===== src/rtl/aidp_pkg.sv =====
`default_nettype none
// -----------------------------------------------------------------------------
// AArch64 integer data-processing package
// Shared widths, group codes, controller states and the command and status
// bundles that pass between the controller and the datapath.
// -----------------------------------------------------------------------------
package aidp_pkg;

   localparam int unsigned XLEN      = 64;
   localparam int unsigned OP_W      = 4;
   localparam int unsigned INSTR_W   = 32;
   localparam int unsigned REG_AW    = 5;
   localparam int unsigned GPR_DEPTH = 32;
   localparam int unsigned NZCV_W    = 4;

   localparam logic [REG_AW-1:0] ZR_INDEX = 5'd31;

   // Instruction groups.
   localparam logic [OP_W-1:0] OP_ADDSUB_IMM = 4'd0;
   localparam logic [OP_W-1:0] OP_LOGIC_IMM  = 4'd1;
   localparam logic [OP_W-1:0] OP_MOVE_WIDE  = 4'd2;
   localparam logic [OP_W-1:0] OP_BITFIELD   = 4'd3;
   localparam logic [OP_W-1:0] OP_EXTRACT    = 4'd4;
   localparam logic [OP_W-1:0] OP_ONE_SRC    = 4'd5;
   localparam logic [OP_W-1:0] OP_TWO_SRC    = 4'd6;
   localparam logic [OP_W-1:0] OP_LOGIC_REG  = 4'd7;
   localparam logic [OP_W-1:0] OP_ADDSUB_REG = 4'd8;
   localparam logic [OP_W-1:0] OP_CARRY      = 4'd9;
   localparam logic [OP_W-1:0] OP_CONDSEL    = 4'd10;

   // One-source opcodes.
   localparam logic [5:0] OS_RBIT  = 6'd0;
   localparam logic [5:0] OS_REV16 = 6'd1;
   localparam logic [5:0] OS_REV32 = 6'd2;
   localparam logic [5:0] OS_REV64 = 6'd3;
   localparam logic [5:0] OS_CLZ   = 6'd4;
   localparam logic [5:0] OS_CLS   = 6'd5;

   // Two-source opcodes.
   localparam logic [5:0] TS_UDIV = 6'b000010;
   localparam logic [5:0] TS_SDIV = 6'b000011;
   localparam logic [5:0] TS_LSLV = 6'b001000;
   localparam logic [5:0] TS_LSRV = 6'b001001;
   localparam logic [5:0] TS_ASRV = 6'b001010;
   localparam logic [5:0] TS_RORV = 6'b001011;

   // Logical opcode that also sets the flags.
   localparam logic [1:0] LOGIC_ANDS = 2'd3;

   typedef enum logic [2:0] {
      ST_IDLE,
      ST_READ,
      ST_OPER,
      ST_EXEC,
      ST_DIV,
      ST_DONE
   } aidp_state_type;

   typedef struct packed {
      logic accept;
      logic load_ops;
      logic load_stage1;
      logic load_stage2;
      logic div_start;
      logic div_take;
      logic commit;
   } aidp_cmd_type;

   typedef struct packed {
      logic is_div;
      logic div_done;
   } aidp_sts_type;

endpackage
`default_nettype wire


===== src/rtl/aidp_ctrl.sv =====
`default_nettype none
// -----------------------------------------------------------------------------
// AArch64 integer data-processing controller
// Sequences register reads, the two execute stages, division and write-back.
// -----------------------------------------------------------------------------
module aidp_ctrl (
   input  logic                   clock,
   input  logic                   reset,
   input  logic                   req_valid,
   output logic                   req_ready,
   output logic                   rsp_valid,
   input  logic                   rsp_ready,
   input  aidp_pkg::aidp_sts_type sts,
   output aidp_pkg::aidp_cmd_type cmd
);
   import aidp_pkg::*;

   aidp_state_type state_ff, state_in;
   logic           rsp_valid_ff, rsp_valid_in;

   always_ff @(posedge clock) begin
      if (reset) begin
         state_ff     <= ST_IDLE;
         rsp_valid_ff <= 1'b0;
      end else begin
         state_ff     <= state_in;
         rsp_valid_ff <= rsp_valid_in;
      end
   end

   always_comb begin
      state_in     = state_ff;
      cmd          = '0;
      req_ready    = 1'b0;
      rsp_valid_in = rsp_valid_ff && !rsp_ready;
      unique case (state_ff)
         ST_IDLE: begin
            req_ready = 1'b1;
            if (req_valid) begin
               cmd.accept = 1'b1;
               state_in   = ST_READ;
            end
         end
         ST_READ: begin
            cmd.load_ops = 1'b1;
            state_in     = ST_OPER;
         end
         ST_OPER: begin
            cmd.load_stage1 = 1'b1;
            state_in        = ST_EXEC;
         end
         ST_EXEC: begin
            cmd.load_stage2 = 1'b1;
            if (sts.is_div) begin
               cmd.div_start = 1'b1;
               state_in      = ST_DIV;
            end else begin
               state_in = ST_DONE;
            end
         end
         ST_DIV: begin
            if (sts.div_done) begin
               cmd.div_take = 1'b1;
               state_in     = ST_DONE;
            end
         end
         ST_DONE: begin
            // Write back only once the result register is free.
            if (!rsp_valid_ff || rsp_ready) begin
               cmd.commit   = 1'b1;
               rsp_valid_in = 1'b1;
               state_in     = ST_IDLE;
            end
         end
         default: state_in = ST_IDLE;
      endcase
   end

   assign rsp_valid = rsp_valid_ff;
endmodule
`default_nettype wire


===== config.mk =====
export PLATFORM = sky130hd
export DESIGN_NAME = aidp_ctrl
export DESIGN_NICKNAME = d
export VERILOG_FILES = /design/src/rtl/aidp_pkg.sv /design/src/rtl/aidp_ctrl.sv
export SDC_FILE = /design/constraint.sdc
export NUM_CORES = 1
export LEC_CHECK = 0
export BUFFER_PORTS_ARGS = -buffer_cell sky130_fd_sc_hd__buf_4
export CAP_MARGIN = 10
export CORE_AREA = 2 2 39 41
export CTS_CLUSTER_DIAMETER = 30
export DETAILED_ROUTE_END_ITERATION = 16
export DIE_AREA = 0 0 41 43
export GPL_TIMING_DRIVEN = 0
export SYNTH_ARGS = -nofsm -noshare
export SYNTH_HDL_FRONTEND = slang
export SYNTH_SLANG_ARGS = --single-unit

===== constraint.sdc =====
create_clock -name clock -period 3 [get_ports clock]
set_input_delay 0.6 -clock clock [delete_from_list [all_inputs] [get_ports clock]]
set_output_delay 0.6 -clock clock [all_outputs]
set_load 0.005 [all_outputs]

### Word level (Yosys, flattened, before mapping)

Cells that the tools add are included.

| storage, ports and cells | value |
|---|---|
| logic and storage cells | 34 |
| bits in registers | 4 |
| input port bits | 6 |

| operators by class | value |
|---|---|
| reduce and logical (&&, ||, !) cells | 6 |
| eq/ne operators | 8 |
| mux-type cells | 18 |

Operators by type and width:

| kind | number |
|---|---|
| $pmux W3 S6 | 1 |
| $mux W1 | 13 |
| $mux W3 | 3 |
| $eq A3 B2 Y1 const B | 2 |
| $eq A3 B3 Y1 const B | 2 |
| $ne A2 B2 Y1 const B | 3 |
| $eq A3 B1 Y1 const B | 1 |
| $logic_not A3 Y1 | 1 |
| $reduce_and A3 Y1 | 1 |
| $logic_not A1 Y1 | 2 |
| $mux W2 | 1 |
| $logic_and A1 B1 Y1 | 1 |
| $logic_or A1 B1 Y1 | 1 |

### Longest topological paths before layout

| logic depth | value |
|---|---|
| depth in word-level cells | 4 |
| gate-level depth with buffers | 5 |
| mapped depth without buffers | 4 |

### Worst setup path before layout

No wires, ideal clock.

| timing path | value |
|---|---|
| path kind | register to output |
| from | register state_ff[0] |
| to | output cmd[2] (netlist bit) |
| slack | 1.525 ns |
| cell stages (with the launch flop) | 6 |
| arrival time | 0.875 ns |
| path through | dfxtp_1 buf_6 nand2_1 or2_1 inv_2 and2_1 |

RTL lines:

| what | line | text |
|---|---|---|
| start, declared | aidp_ctrl.sv:18 | `aidp_state_type state_ff, state_in;` |
| start signal, assigned | aidp_ctrl.sv:26 | `state_ff <= state_in;` |
| end, declared | aidp_ctrl.sv:14 | `output aidp_pkg::aidp_cmd_type cmd` |

==> impl_metrics.csv <==
group,metric,value,unit
run_status,status,"finished clean",
placed_design,port_buffers,14,
cells_and_area,area_growth,57.0,%
sta,relSlewSlack,0.820,
die,die_x,41,µm
sta,setup_viol_count_final,0,
cells_and_area,layout.cells.non_filler,67,
route,routed_wl,553,µm
global_route,first_global_vias,246,
sta,slew_viol_final,0,
cells_and_area,multi_input_area,149,µm²
global_route,grt_max_degree,11,
die,dieHeight,43,µm
route,ant_nets,0,
route,drc,0,
placed_design,dp_cells,64,
global_route,grt_overflow,0,
global_route,grt_pass1_wl,917,µm
synthesis,yosys-top-cells-area,"dfxtp_1, a21oi_1, and2_1, nand2b_1, buf_6",
route,vias,277,
cells_and_area,n_fill_cell,154,
flow_run,max_cap_viol_count,0,
global_route,grtUsageMet1,0.0833,
cells_and_area,layout.nets,59,
synthesis,synth_top_area_share,0.309,
sta,grt_setup_unrepaired,"no",
cells_and_area,area.sequential,80.1,µm²
setup_path,critPathRequiredTime,2.40,ns
sta,fin_crit_sh,0.605,
sta,tns,0,ns
die,start_util,0.187,
clocking,cts_hold_buf,0,
synthesis,synth-seq-area-share,0.309,
synthesis,ys_warn_count,0,
synthesis,synth_area_leader_cell,"dfxtp_1",
global_route,grtUsageTotal,0.0802,
route,first_iter_violations,2,
power,power_density,574,nW/µm²
sta,finalCriticalPeriod,1.82,ns
sta,tightest_slew,0.269,ns
setup_path,cp_max_fo,10,
clocking,cts_sinks,4,
cells_and_area,drive_above_1_share,0.431,
setup_path,path_class,"reg -> out",
global_route,use_met2,0.113,
power,total_power,0.233,mW
route,viasPerCell,4.13,
synthesis,synth_seq_cells,4,
synthesis,synth_cell_types,21,
sta,skew,0.000161,ns
clocking,cts_tree,"done",
synthesis,syn-num-nets,40,
synthesis,syn_inst,34,
route,wire_per_inst,8.25,µm
setup_path,startpoint_type,"register",
die,io_pins,15,
clocking,clk_pin_slew_worst_paths,0.03,ns
clocking,numCtsBuffers,3,
clocking,clock_latency,0.23,ns
cells_and_area,num_antenna_cells,0,
clocking,cts-resized-gates,0,
cells_and_area,stdcell_area,407,µm²
placed_design,hpwlAfterDp,458,µm
placed_design,placed_cell_area,384,µm²
setup_path,critPathArrivalTime,1.22,ns
die,placementRows,14,
global_route,antenna_found_initial,0,
clocking,post_cts_buffers,0,
clocking,ctsHtreeMaxLevel,1,
global_route,met3_usage,0.0471,
synthesis,avgSynthCellArea,7.62,µm²
min_path,hold_class,"in -> reg",
setup_path,endpoint_kind,"primary output",
synthesis,netlist_area,259,µm²
power,vdd_drop_max,0.156,mV
placed_design,place_congestion,0.654,
die,design.die.area,1760,µm²
power,power.leakage,0.196,nW
die,core_area,1380,µm²
clocking,cts.path.max_buffers,2,
route,drtPass1Iterations,2,
clocking,cts_root_buffer,"clkbuf_4",
cells_and_area,fin_util,0.294,
sta,final_hold_viol_count,0,
global_route,top_usage_layer,"met2",
sta,timing.fmax,0.551,GHz
-- cells in the final DEF, fill, tap and decap left out --
cell | Yosys | layout
nand2_1 | 2 | 2
nor3b_1 | 1 | 1
dfxtp_1 | 4 | 4
nor2_1 | 2 | 2
buf_6 | 1 | 1
a21oi_1 | 5 | 5
and2b_1 | 1 | 1
buf_4 | 1 | 15
clkbuf_4 | 0 | 3
nor3_2 | 1 | 1
inv_2 | 2 | 2
nor3_1 | 2 | 2
o21a_1 | 1 | 1
or2_1 | 1 | 1
nand4b_1 | 1 | 1
nand2b_1 | 2 | 2
xnor2_1 | 1 | 1
nor2b_1 | 1 | 1
inv_1 | 1 | 1
and2_1 | 2 | 2
o21ai_1 | 1 | 1
and3_1 | 1 | 1
-- per-stage QoR --
stage,setup slack [ns],hold slack (ns)
floorplan,1.53,0.529
CTS,1.16,0.551
finish,1.18,0.560
global route,1.05,0.554
global placement,1.30,0.594
detailed placement,1.30,0.590
-- logic make-up after synthesis --
family / Yosys count / synth area share
compound gates: 7 / 0.145
simple gates: 17 / 0.396
xor+xnor: 1 / 0.0338
flops: 4 / 0.309
buf+inv: 5 / 0.116
-- flip-flops by register name, indices dropped and copies added (netlist names) --
name	count
rsp_valid	1
state_ff	3
-- layout make-up --
| cell class | count | share of cell area |
|---|---|---|
| flip-flops and latches | 4 | 0.197 |
| clock buffers | 3 | 0.0554 |
| repair buffers | 14 | 0.258 |
| well taps | 16 | 0.0492 |
| plain buffers | 2 | 0.0462 |
| inverters | 3 | 0.0277 |
| multi-input cells | 25 | 0.366 |
-- worst paths after layout --
| path | startpoint | endpoint | slack (ns) | cells after the start |
|---|---|---|---|---|
| max reg2reg | state_ff[1] | rsp_valid | 2.03 | 4 |
| min | reset | state_ff[2] | 0.56 | 2 |
| min reg2reg | state_ff[2] | state_ff[1] | 0.60 | 1 |
| max | state_ff[0] | cmd[2] | 1.18 | 6 |
-- routing by layer --
layer | vias up | part of all wire
met3 | 0 | 0.10
met1 | 119 | 0.38
met2 | 8 | 0.51
met4 | 0 | 0
met5 | - | 0
li1 | 150 | -
-- where the power goes --
group / internal [mW] / leakage [nW] / switching, mW
registers: 0.0617 / 0.0328 / 0.00480
clock network: 0.0446 / 0.0138 / 0.0191
logic: 0.0583 / 0.149 / 0.0449
-- Yosys cell counts --
cell type  number
inv_2           2
dfxtp_1         4
nor3_1          2
buf_6           1
a21oi_1         5
nand2_1         2
nor2_1          2
or2_1           1
and2b_1         1
and2_1          2
o21a_1          1
buf_4           1
inv_1           1
and3_1          1
nor3_2          1
nor2b_1         1
nand2b_1        2
xnor2_1         1
nand4b_1        1
nor3b_1         1
o21ai_1         1
-- critical path, stage by stage, from the launching register on --
cell     delay, ns
dfxtp_1       0.31
buf_6         0.13
nand2_1       0.05
or2_1         0.23
inv_2         0.06
and2_1        0.11
buf_4         0.10
Note: power is estimated with default switching activity, not from simulation.
